[config.mk]
export PLATFORM = sky130hd
export DESIGN_NAME = ccrl_ctrl
export DESIGN_NICKNAME = d
export VERILOG_FILES = /design/src/hw/rtl/ccrl_pkg.sv /design/src/hw/rtl/ccrl_ctrl.sv
export SDC_FILE = /design/constraint.sdc
export NUM_CORES = 1
export LEC_CHECK = 0
export ABC_AREA = 1
export BUFFER_PORTS_ARGS = -buffer_cell sky130_fd_sc_hd__buf_2
export CORE_AREA = 2 2 39 41
export DETAILED_ROUTE_END_ITERATION = 7
export DIE_AREA = 0 0 41 43
export GPL_TIMING_DRIVEN = 0
export PLACE_DENSITY = 0.36
export SLEW_MARGIN = 20
export SYNTH_ARGS = -nofsm -noshare
export SYNTH_HDL_FRONTEND = slang
export SYNTH_SLANG_ARGS = --single-unit
[constraint.sdc]
create_clock -name clk_i -period 2.75 [get_ports clk_i]
set_input_delay 0.55 -clock clk_i [delete_from_list [all_inputs] [get_ports clk_i]]
set_output_delay 0.55 -clock clk_i [all_outputs]
set_load 0.03 [all_outputs]
[src/hw/rtl/ccrl_pkg.sv]
// shared types, constants and sine table builder for the costas carrier recovery loop
// no dependencies
package ccrl_pkg;

  localparam int TRIG_FRAC = 15;
  localparam int TRIG_MAX = 32767;
  localparam int TRIG_W = 17;
  localparam int INTEG_BITS = 48;
  localparam int PROP_SHIFT = 8;
  localparam int GAIN_W = 32;
  localparam int CNT_W = 16;
  localparam int CFG_IDX_W = 3;
  localparam logic [63:0] HALF_PI_Q30 = 64'd1686629713;
  localparam logic [CNT_W-1:0] ACQ_LEN_RESET = 16'd1000;
  localparam logic [CNT_W-1:0] CNT_MAX = 16'hFFFF;

  typedef enum logic [CFG_IDX_W-1:0] {
    REG_ACQ_PROP   = 3'd0,
    REG_ACQ_INT    = 3'd1,
    REG_TRACK_PROP = 3'd2,
    REG_TRACK_INT  = 3'd3,
    REG_QPSK_MODE  = 3'd4,
    REG_ACQ_LEN    = 3'd5
  } ccrl_reg_e;

  typedef enum logic [2:0] {
    ST_IDLE,
    ST_MUL,
    ST_ROT,
    ST_GAIN,
    ST_UPD
  } ccrl_state_e;

  // commands from the controller to the datapath
  typedef struct packed {
    logic load_in;
    logic mul;
    logic rot;
    logic gain;
    logic upd;
  } ccrl_cmd_t;

  function automatic logic [63:0] taylor_div(logic [63:0] v, int n);
    logic [63:0] r;
    r = v;
    unique case (n)
      1: r = v / 64'd6;
      2: r = v / 64'd20;
      3: r = v / 64'd42;
      4: r = v / 64'd72;
      5: r = v / 64'd110;
      6: r = v / 64'd156;
      default: r = v / 64'd210;
    endcase
    return r;
  endfunction

  // quarter-wave sine entry, taylor series to x^15 in q30, scaled to 32767
  function automatic logic [15:0] sine_entry(int k, int tb);
    logic [63:0] x;
    logic [63:0] term;
    logic [63:0] scaled;
    longint sum;
    x = (64'(k) * HALF_PI_Q30) >> (tb - 2);
    term = x;
    sum = longint'(x);
    for (int n = 1; n <= 7; n++) begin
      term = (term * x) >> 30;
      term = (term * x) >> 30;
      term = taylor_div(term, n);
      if ((n % 2) == 1) begin
        sum = sum - longint'(term);
      end else begin
        sum = sum + longint'(term);
      end
    end
    if (sum < 0) sum = 0;
    if (sum > (longint'(1) << 30)) sum = longint'(1) << 30;
    scaled = (64'(sum) * 64'(TRIG_MAX) + (64'd1 << 29)) >> 30;
    return scaled[15:0];
  endfunction

endpackage

[src/hw/rtl/ccrl_ctrl.sv]
// sequencing state machine and output valid flag
// depends on ccrl_pkg
module ccrl_ctrl (
  input  logic                clk_i,
  input  logic                rst_ni,
  input  logic                in_valid_i,
  output logic                in_ready_o,
  output logic                out_valid_o,
  input  logic                out_ready_i,
  output ccrl_pkg::ccrl_cmd_t cmd_o
);

  ccrl_pkg::ccrl_state_e state_q, state_d;
  logic out_valid_q, out_valid_d;
  logic load_out;

  always_ff @(posedge clk_i or negedge rst_ni) begin
    if (!rst_ni) begin
      state_q     <= ccrl_pkg::ST_IDLE;
      out_valid_q <= 1'b0;
    end else begin
      state_q     <= state_d;
      out_valid_q <= out_valid_d;
    end
  end

  always_comb begin
    state_d    = state_q;
    in_ready_o = 1'b0;
    load_out   = 1'b0;
    cmd_o      = '0;
    unique case (state_q)
      ccrl_pkg::ST_IDLE: begin
        in_ready_o = 1'b1;
        if (in_valid_i) state_d = ccrl_pkg::ST_MUL;
      end
      ccrl_pkg::ST_MUL: begin
        cmd_o.mul = 1'b1;
        state_d   = ccrl_pkg::ST_ROT;
      end
      ccrl_pkg::ST_ROT: begin
        cmd_o.rot = 1'b1;
        state_d   = ccrl_pkg::ST_GAIN;
      end
      ccrl_pkg::ST_GAIN: begin
        // hold here until the output slot is free
        if (!out_valid_q || out_ready_i) begin
          load_out   = 1'b1;
          cmd_o.gain = 1'b1;
          state_d    = ccrl_pkg::ST_UPD;
        end
      end
      default: begin
        // phase update; the next sample may be taken in the same cycle
        cmd_o.upd  = 1'b1;
        in_ready_o = 1'b1;
        state_d    = in_valid_i ? ccrl_pkg::ST_MUL : ccrl_pkg::ST_IDLE;
      end
    endcase
    cmd_o.load_in = in_ready_o && in_valid_i;
  end

  always_comb begin
    if (load_out) begin
      out_valid_d = 1'b1;
    end else if (out_ready_i) begin
      out_valid_d = 1'b0;
    end else begin
      out_valid_d = out_valid_q;
    end
  end

  assign out_valid_o = out_valid_q;

endmodule

Word level (Yosys, flattened, before mapping) --
Index checks and enable logic that the tools add are counted. Widths: inputs -> output; s select.
Word-level totals: flip-flop bits (word level) 4, latch bits 0, bits in writable memories 0, ROM bits 0, input bits 4, output and inout port bits 7, logic and storage cells 27, memories kept 0
Cells by class: $add $sub $neg 0, $mul 0, divide/modulo/power cells 0, order comparisons 0, equal/unequal tests 5, shifts and indexed selects 0, mux-type cells 12, bitwise logic cells 0, reductions and logical operators 8
Operators with widths (number):
- $pmux 3 s4 | 1
- $mux 1 | 9
- $eq 3x2->1 const B | 2
- $mux 3 | 2
- $ne 2x2->1 const B | 2
- $reduce_or 4->1 | 1
- $eq 3x1->1 const B | 1
- $logic_not 3->1 | 1
- $reduce_or 3->1 | 1
- $reduce_and 2->1 | 1
- $reduce_bool 2->1 | 1
- $logic_and 1x1->1 | 1
- $logic_not 1->1 | 1
- $logic_or 1x1->1 | 1

Longest topological paths before layout --
Gate-level depths: netlist (run 1).
word-level depth 5, depth in mapped cells 6, depth with buffers taken out 5

Worst setup path before layout (run 1) --
OpenSTA, ideal clock, no wires.
kind register to output, start point reg state_q[1], end point out cmd_o[4] (netlist bit), arrival 1.231 ns, data required time 2.200 ns, setup slack 0.969 ns, stages on the path, launching flop included 4, path buffers 0, cell sequence dfrtp_1 > o21ai_1 > nand2_1 > inv_1
RTL lines:
- start, declared | RTL line ccrl_ctrl.sv:13 | ccrl_pkg::ccrl_state_e state_q, state_d;
- start signal, assigned | RTL line ccrl_ctrl.sv:19 | state_q <= ccrl_pkg::ST_IDLE;
- start signal, assigned | RTL line ccrl_ctrl.sv:22 | state_q <= state_d;
- end, declared | RTL line ccrl_ctrl.sv:10 | output ccrl_pkg::ccrl_cmd_t cmd_o

Worst setup path after layout (run 1) --
start point reg state_q[2], end point out cmd_o[1] (netlist bit)
Between the ends: longest elaborated chain between the ends 2
Ends and longest elaborated chain:
- $eq 3x2->1
- $mux 1
No other way between the ends.

==> results of run 1 <==
-- synthesized netlist by cell type --
cell,number,area [µm²]
inv_2,3,11.3
nand2_2,2,12.5
nor2_1,6,22.5
o21ai_0,1,5.00
nor2_4,1,11.3
inv_1,7,26.3
dfrtp_1,4,100
o21ai_2,1,8.76
nand3_1,1,5.00
nand2_1,5,18.8
buf_4,1,7.51
o21ai_1,1,5.00
clkbuf_1,1,3.75
nor2_2,1,6.26
-- routing by layer --
| metal | routed length [µm] | GRT usage, % | up-vias |
|---|---|---|---|
| li1 | - | - | 123 |
| met2 | 212 | 8.75 | 8 |
| met1 | 227 | 8.79 | 92 |
| met5 | 0 | 0 | - |
| met4 | 0 | 8.00 | 0 |
| met3 | 49 | 4.71 | 0 |
-- through the flow --
step | area, µm² | power (mW)
after floorplan | 244 | 0.358
after global placement | 314 | 0.433
after detailed placement | 314 | 0.432
after CTS | 337 | 0.514
after global routing | 337 | 0.547
final | 337 | 0.500
-- registers in the layout, summed over array words and instances (netlist names) --
signal,count
out_valid_o,1
state_q,3
-- report_power, final --
group / total [mW] / internal [mW] / leakage [nW] / switching [mW]
logic: 0.310 / 0.0980 / 0.145 / 0.212
clock network: 0.0743 / 0.0489 / 0.0138 / 0.0254
registers: 0.116 / 0.0874 / 0.0503 / 0.0284
total: 0.500 / 0.234 / 0.210 / 0.266
-- final timing paths --
path / start / end / slack, ns / cells past startpoint
setup / recovery: state_q[2]$_DFFE_PN0P_ / cmd_o[1] / 0.88 / 7
setup reg to reg: state_q[2]$_DFFE_PN0P_ / state_q[1]$_DFFE_PN0P_ / 1.87 / 5
max in group asynchronous: rst_ni / state_q[0]$_DFFE_PN0P_ / 2.52 / 1
min in group clk_i: out_ready_i / out_valid_o$_DFFE_PN0P_ / 0.51 / 2
hold / removal: rst_ni / out_valid_o$_DFFE_PN0P_ / 0.11 / 1
hold reg to reg: out_valid_o$_DFFE_PN0P_ / out_valid_o$_DFFE_PN0P_ / 0.55 / 2
-- critical path: stages, from the launching register on --
cell and delay [ns]:
dfrtp_1 0.41, inv_2 0.08, nand2_2 0.07, nor2_4 0.11, inv_2 0.05, nor2_1 0.09, buf_4 0.10, buf_2 0.18
-- layout make-up --
type                       count  area, µm²
clock buffer                   3       22.5
fill                         165       1050
buffer                         2       11.3
multi-input combinational     19       95.1
tap                           16       20.0
timing repair buffer          10       50.0
sequential                     4        100
inverter                      10       37.5
-- kinds of logic after synthesis --
| logic type | count (synthesis) | synth area share, % |
|---|---|---|
| flip-flops | 4 | 41.0 |
| AO/OA/AOI/OAI | 3 | 7.69 |
| AND/OR/NAND/NOR | 16 | 31.3 |
| buffers and inverters | 12 | 20.0 |
==> results by group, run 1 <==
Clock tree
  – Num Clock Sinks: 4
  – Post-CTS Hold Buffers: 0
  – Largest buffer count on any clock path: 2
  – CTS resizes: 0
  – CTS Buf Count: 3
  – Clk_lat worst skew: 0.24 ns
  – CTS tree: yes
  – CTS clk-pin slew, worst paths: 0.04 ns
  – Post-CTS Setup Repair Bufs: 0
  – H-tree levels: 1
  – Clk Tree Root Cell: clkbuf_4

Place
  – Placed Cells: 61
  – GP Congestion: 0.560
  – Port bufs: 10
  – Placement Setup Slack: 0.968 ns
  – Hpwl dp: 390 µm

Drt
  – Post-route DRC: 0
  – Vias: 223
  – Routed wire per std cell: 7.64 µm
  – Final wirelength: 489 µm
  – Post-DRT Antenna Nets: 0
  – Pre-Repair DR Iteration Count: 4
  – DRT iter0 DRCs: 3
  – Vias per cell: 3.48

Floorplanning
  – Die area: 1760 µm²
  – Site row count: 14
  – Die H: 43 µm
  – # IOs: 11
  – Initial core utilization: 17.6%
  – Die width: 41 µm
  – Floorplan Core Area: 1380 µm²

GRT
  – Vias in the first global route: 217
  – Pin count of the biggest net entering global routing: 5
  – First-pass GRT wire length: 814 µm
  – Initial antenna violation count: 0
  – Overall Global Routing Usage: 7.66%
  – Total gr overflow: 0

Synth
  – Syn Nets: 39
  – Mapped cell area: 244 µm²
  – Mapped Cells: 35
  – Sequential fraction of the synthesis area: 41.0%
  – FF+latch count, synth: 4
  – Distinct cells, synth: 14
  – Syn. warnings: 0
  – Syn Area/Cell: 6.97 µm²

Setup path
  – Kind of end point of the critical path: output pin
  – Critical Path AT: 1.32 ns
  – Crit Path Max Fanout: 4
  – Crit Path Category: reg -> out
  – Critical path required time: 2.20 ns
  – Startpoint Class: flop

Power
  – Leakage: 0.210 nW
  – Power Density: 1490 nW/µm²
  – VDD IR-drop max: 0.402 mV

Timing
  – PnR worst setup slack: 0.879 ns
  – Worst slew margin: 84.9%
  – Final setup fails: 0
  – Final setup skew: 0.00323 ns
  – Pins Over Slew Limit: 0
  – Min cycle time layout: 1.87 ns
  – RSZ-0062 raised after global routing: false
  – Least-Margin Pin Slew: 0.226 ns
  – Sum Neg Setup Slack: 0 ns
  – Fin crit share: 68.0%
  – Final hold vios: 0
  – Worst hold slack: 0.110 ns
  – Fmax: 534 MHz

Layout
  – Final net count: 54
  – Most common cell after layout, fill and taps aside: buf_2
  – Antenna Cells: 0
  – Non-filler instance count after layout: 64
  – Util after Layout: 24.3%
  – Layout cells sized above 1: 45.8%
  – Area delta synth->final: 37.9%
  – Most frequent cells in the layout: buf_2 (10), inv_1 (7), nor2_1 (6)

Job
  – Max_cap viols: 0

Min path
  – Hold crit path type: in -> async

Status
  – Outcome: complete, no violations
No activity file was read; power rests on OpenSTA's default activity.
==> run 2, diff against run 1 <==
ABC_AREA = 0   (was 1)
PLACE_DENSITY = 0.32   (was 0.36)
clock period = 1.8 ns   (was 2.75 ns; I/O delays follow)
==> run 2 against run 1 <==
Critical endpoint unchanged. Sequential share of layout area is 3.6 points higher. Largest cell class unchanged. Area after synthesis is 19% lower. Register-to-register slack worse by 0.96 ns. Worst hold slack better by 0.23 ns.
==> results by group, run 2 <==
Status
  – Outcome: complete, no violations

Synth
  – Syn. warnings: 0 (unchanged)
  – Fraction of registers with async set/reset: 100% (unchanged)
  – Synth cell count leaders: dfrtp_1 (4), nand2b_1 (2), nor2_1 (2), nor3b_1 (2)
  – EDFF count, synth: 0 (unchanged)
  – Mapped Cells: 20 (-43%)
  – Primary FF master, synth: dfrtp_1
  – Sequential fraction of the synthesis area: 50.6% (+9.6 points)
  – Synth top area share: 50.6% (+9.6 points)
  – Syn Nets: 24 (-38%)
  – Ranking of synthesized cells by area: dfrtp_1 (51%), nor3b_1 (7.6%), nand2b_1 (6.3%)
  – Yosys top cell by area: dfrtp_1
  – Syn Area/Cell: 9.88 µm² (+42%)
  – FF+latch count, synth: 4 (unchanged)
  – Distinct cells, synth: 14 (unchanged)
  – Most frequent cell after synthesis: dfrtp_1
  – Mapped cell area: 198 µm² (-19%)

Layout
  – Most frequent cells in the layout: buf_2 (10), dfrtp_1 (4), clkbuf_4 (3)
  – Max FFs per register: 3 (unchanged)
  – Fillers: 158 (-4.2%)
  – Antenna Cells: 0 (unchanged)
  – Final net count: 40 (-26%)
  – Area delta synth->final: 51.9%
  – Most common cell after layout, fill and taps aside: buf_2
  – Register area: 100 µm² (unchanged)
  – Layout cells sized above 1: 47.1% (+1.2 points)
  – Area of the multi-input gates: 82.6 µm² (-13%)
  – Biggest register: state_q

Timing
  – Min cycle time layout: 1.69 ns
  – Sum Neg Setup Slack: 0 ns (unchanged)
  – Final setup skew: 0.000441 ns (-0.00279 ns)
  – Final hold vios: 0 (unchanged)
  – Worst slew margin: 87.0% (+2.1 points)
  – Fin crit share: 93.8%
  – Worst hold slack: 0.343 ns (+0.233 ns)
  – Final setup fails: 0 (unchanged)
  – Fmax: 592 MHz
  – Least-Margin Pin Slew: 0.194 ns (-0.0315 ns)
  – RSZ-0062 raised after global routing: false
  – Pins Over Slew Limit: 0 (unchanged)

Min path
  – Hold path cells: 2
  – Hold crit path type: in -> reg

Setup path
  – Crit Path Max Fanout: 5 (+1)
  – R2R setup slack: 0.91 ns (-0.96 ns)
  – RR Startpoint: state_q[2]$_DFFE_PN0P_
  – Critical path required time: 1.44 ns (-0.76 ns)
  – Worst Setup EP: cmd_o[1]
  – Register-to-Register Path Depth: 2 (-3)
  – Startpoint Class: flop
  – Critical Path AT: 1.33 ns (about the same)
  – Crit Path Category: reg -> out
  – Worst r2r dst: state_q[0]$_DFFE_PN0P_
  – Crit. Startpoint: state_q[2]$_DFFE_PN0P_
  – Kind of end point of the critical path: output pin

Clock tree
  – Num Clock Sinks: 4 (unchanged)
  – Clk_lat worst skew: 0.23 ns (about the same)
  – CTS Buf Count: 3 (unchanged)
  – Clk Tree Root Cell: clkbuf_4
  – CTS tree: yes
  – Largest buffer count on any clock path: 2 (unchanged)
  – CTS resizes: 0 (unchanged)
  – CTS clk-pin slew, worst paths: 0.04 ns (about the same)
  – H-tree levels: 1 (unchanged)

Floorplanning
  – Die H: 43 µm (unchanged)
  – Floorplan Core Area: 1380 µm² (unchanged)
  – Initial core utilization: 14.3% (-3.3 points)
  – Die width: 41 µm (unchanged)
  – Site row count: 14 (unchanged)
  – Die area: 1760 µm² (unchanged)
  – # IOs: 11 (unchanged)

GRT
  – Vias in the first global route: 183 (-16%)
  – Pin count of the biggest net entering global routing: 6 (+1)
  – First-pass GRT wire length: 690 µm (-15%)
  – Overall Global Routing Usage: 6.54% (-1.1 points)
  – Total gr overflow: 0 (unchanged)
  – Initial antenna violation count: 0 (unchanged)

Drt
  – Final wirelength: 456 µm (-6.7%)
  – Vias: 190 (-15%)
  – Pre-Repair DR Iteration Count: 1 (-3)
  – DRT iter0 DRCs: 0 (-3)
  – Routed wire per std cell: 9.12 µm (+19%)
  – Post-DRT Antenna Nets: 0 (unchanged)
  – Vias per cell: 3.80 (+9.1%)
  – Post-route DRC: 0 (unchanged)

Place
  – Port bufs: 10 (unchanged)
  – GP Congestion: 0.622 (+11%)

Job
  – Max_cap viols: 0 (unchanged)
==> run 2: cell types whose count changed after synthesis, sizes merged, moves of 2 or more <==
| cell | previous run | this run |
|---|---|---|
| inv | 10 | 1 |
| o21ai | 3 | 1 |
| nor3b | 0 | 2 |
| nand2b | 0 | 3 |
| nand2 | 7 | 0 |
| nor2 | 8 | 2 |
==> run 2: routing by layer <==
| layer | share of wire [%] | vias to the layer above | GRT usage (%) |
|---|---|---|---|
| met5 | 0 | - | 0 |
| met1 | 38 | 87 | 6.15 |
| met4 | 0 | 0 | 4.00 |
| met2 | 51 | 10 | 8.75 |
| met3 | 11 | 0 | 6.28 |
| li1 | - | 93 | - |
==> run 2: cells by family after synthesis <==
group | synth area share (%)
compound gates | 15.8
buf+inv | 7.59
flops | 50.6
simple gates | 25.9
==> run 2: stage by stage <==
step / worst slack [ns] / std cells / utilization, % / instance area [µm²]
after floorplan: 0.138 / 20 / - / 198
after global placement: 0.323 / 46 / 19.3 / 268
after detailed placement: 0.321 / 46 / 19.3 / 268
after CTS: 0.0909 / 50 / 21.7 / 300
after global routing: 0.0258 / 50 / 21.7 / 300
final: 0.112 / 50 / 21.7 / 300
==> run 2: timing repair <==
item	CTS	global route
hold endpoints to repair	4	0
buffers inserted	0	0
hold buffers	1	0
==> run 2: worst min path at each step <==
stage,to,startpoint
after floorplan,out_valid_o$_DFFE_PN0P_,rst_ni
after CTS,state_q[0]$_DFFE_PN0P_,in_valid_i
after detailed placement,out_valid_o$_DFFE_PN0P_,rst_ni
final,state_q[0]$_DFFE_PN0P_,in_valid_i
after global routing,state_q[0]$_DFFE_PN0P_,in_valid_i
after global placement,out_valid_o$_DFFE_PN0P_,rst_ni
==> run 2: worst max-delay path: stages, from the launching register on <==
cell and delay, ns:
dfrtp_1 0.38, nand2b_2 0.22, nor3b_1 0.18, buf_4 0.13, buf_2 0.18
==> run 2: layout make-up <==
type	count	share of cell area [%]
clock buffers	3	7.50
inverters	1	1.25
plain buffers	2	3.75
flip-flops and latches	4	33.3
multi-input cells	13	27.5
repair buffers	11	20.0
well taps	16	6.67
Power of run 2 is not shown: default switching activity piles up to over one toggle a cycle in this logic, so the estimate is an artifact.
==> run 3, diff against run 2 <==
CELL_PAD_IN_SITES_DETAIL_PLACEMENT = 1   (was not set)
CELL_PAD_IN_SITES_GLOBAL_PLACEMENT = 2   (was not set)
PLACE_DENSITY = 0.5   (was 0.32)
==> run 3 against run 2 <==
Wire length grew 13%. Final area up 1.7%. Critical endpoint unchanged. Largest cell class unchanged. Die area did not move.
==> results by group, run 3 (same netlist as run 2, synthesis figures left out) <==
Status
  – Outcome: complete, no violations

Setup path
  – Critical Path AT: 1.32 ns (about the same)
  – Critical path's slowest cell: dfrtp_1
  – WP buf/inv: 2 (unchanged)
  – Kind of end point of the critical path: output pin
  – Critical path required time: 1.44 ns (about the same)
  – Startpoint Class: flop
  – Crit Path Max Fanout: 5 (unchanged)
  – Crit path max-delay family: flip-flops
  – CP peak stage delay: 0.40 ns (+0.02 ns)
  – Crit Path Category: reg -> out
  – CP Cell Sequence: nand2b_2, nor3b_2, buf_4, buf_2

Min path
  – Hold crit path type: in -> reg

Floorplanning
  – Die area: 1760 µm² (unchanged)
  – Die H: 43 µm (unchanged)
  – # IOs: 11 (unchanged)
  – Die width: 41 µm (unchanged)
  – Site row count: 14 (unchanged)
  – Floorplan Core Area: 1380 µm² (unchanged)
  – Initial core utilization: 14.3% (unchanged)

Drt
  – Wire length on met3: 27 µm (-46%)
  – DRT iter0 DRCs: 2 (+2)
  – Highest metal used: met3
  – Routed wire per std cell: 10.3 µm (+13%)
  – Final wirelength: 514 µm (+13%)
  – Vias per cell: 3.76 (-1.1%)
  – Vias: 188 (-1.1%)
  – Post-route DRC: 0 (unchanged)
  – Met2 WL post-DR: 274 µm (+18%)
  – M1 WL: 212 µm (+23%)
  – Post-DRT Antenna Nets: 0 (unchanged)
  – Pre-Repair DR Iteration Count: 2 (+1)

Timing
  – Final setup skew: 0.00162 ns (+0.00118 ns)
  – Sum Neg Setup Slack: 0 ns (unchanged)
  – Worst slew margin: 85.9% (-1.1 points)
  – Worst hold slack: 0.351 ns (+0.00829 ns)
  – Pins Over Slew Limit: 0 (unchanged)
  – Fin crit share: 93.2% (-0.60 points)
  – Min cycle time layout: 1.68 ns (-0.0108 ns)
  – Fmax: 596 MHz (+0.64%)
  – Final hold vios: 0 (unchanged)
  – Final setup fails: 0 (unchanged)
  – Least-Margin Pin Slew: 0.210 ns (+0.0165 ns)
  – RSZ-0062 raised after global routing: false

Job
  – Max_cap viols: 0 (unchanged)

Layout
  – Area delta synth->final: 54.4%
  – Most common cell after layout, fill and taps aside: buf_2
  – Biggest register: state_q
  – Max FFs per register: 3 (unchanged)
  – Most frequent cells in the layout: buf_2 (10), dfrtp_1 (4), clkbuf_4 (3)
  – Fillers: 171 (+8.2%)
  – Final net count: 40 (unchanged)
  – Layout cells sized above 1: 50.0% (+2.9 points)
  – Antenna Cells: 0 (unchanged)

Clock tree
  – CTS Buf Count: 3 (unchanged)
  – Clk_lat worst skew: 0.23 ns (about the same)
  – Largest buffer count on any clock path: 2 (unchanged)
  – CTS clk-pin slew, worst paths: 0.04 ns (about the same)
  – Clk Tree Root Cell: clkbuf_4
  – H-tree levels: 1 (unchanged)
  – Num Clock Sinks: 4 (unchanged)
  – CTS tree: yes

GRT
  – First-pass GRT wire length: 800 µm (+16%)
  – Total gr overflow: 0 (unchanged)
  – Vias in the first global route: 203 (+11%)
  – Overall Global Routing Usage: 7.57% (+1.0 points)
  – Pin count of the biggest net entering global routing: 6 (unchanged)
  – Initial antenna violation count: 0 (unchanged)

Place
  – GP Congestion: 0.678 (+8.9%)
  – Port bufs: 10 (unchanged)
  – Hpwl dp: 415 µm
-- run 3: area by class of cell --
type / instances / area (µm²) / area share, %
timing repair buffer: 11 / 60.1 / 19.7
tap: 16 / 20.0 / 6.56
multi-input combinational: 13 / 87.6 / 28.7
sequential: 4 / 100 / 32.8
inverter: 1 / 3.75 / 1.23
clock buffer: 3 / 22.5 / 7.38
buffer: 2 / 11.3 / 3.69
-- run 3: metal layers --
metal / GRT usage [%] / up-vias
met5: 0 / -
met4: 10.0 / 0
met3: 1.57 / 0
met2: 11.3 / 5
met1: 6.86 / 89
li1: - / 94
-- run 3: timing repair --
action	in CTS	in global routing
endpoints found under the hold margin	4	0
hold buffers	1	0
gates resized for setup	0	1
setup buffers	0	0
setup endpoints to repair	0	1
-- run 3: final timing paths --
check | startpoint | cells past startpoint | to | slack, ns
setup / recovery | state_q[2]$_DFFE_PN0P_ | 4 | cmd_o[1] | 0.12
hold / removal | in_valid_i | 2 | state_q[0]$_DFFE_PN0P_ | 0.35
setup reg to reg | state_q[2]$_DFFE_PN0P_ | 2 | state_q[0]$_DFFE_PN0P_ | 0.87
hold reg to reg | state_q[1]$_DFFE_PN0P_ | 1 | state_q[1]$_DFFE_PN0P_ | 0.56
max in group asynchronous | rst_ni | 2 | state_q[0]$_DFFE_PN0P_ | 1.21
min in group asynchronous | rst_ni | 2 | out_valid_o$_DFFE_PN0P_ | 0.46
-- run 3: stage by stage --
stage | setup WS (ns) | instances | utilization (%) | instance area, µm²
global route | 0.0408 | 50 | 22.1 | 305
finish | 0.123 | 50 | 22.1 | 305
CTS | 0.0647 | 50 | 21.7 | 300
detailed placement | 0.314 | 46 | 19.3 | 268
floorplan | 0.138 | 20 | - | 198
global placement | 0.320 | 46 | 19.3 | 268
Power of run 3 is left out for the same reason.
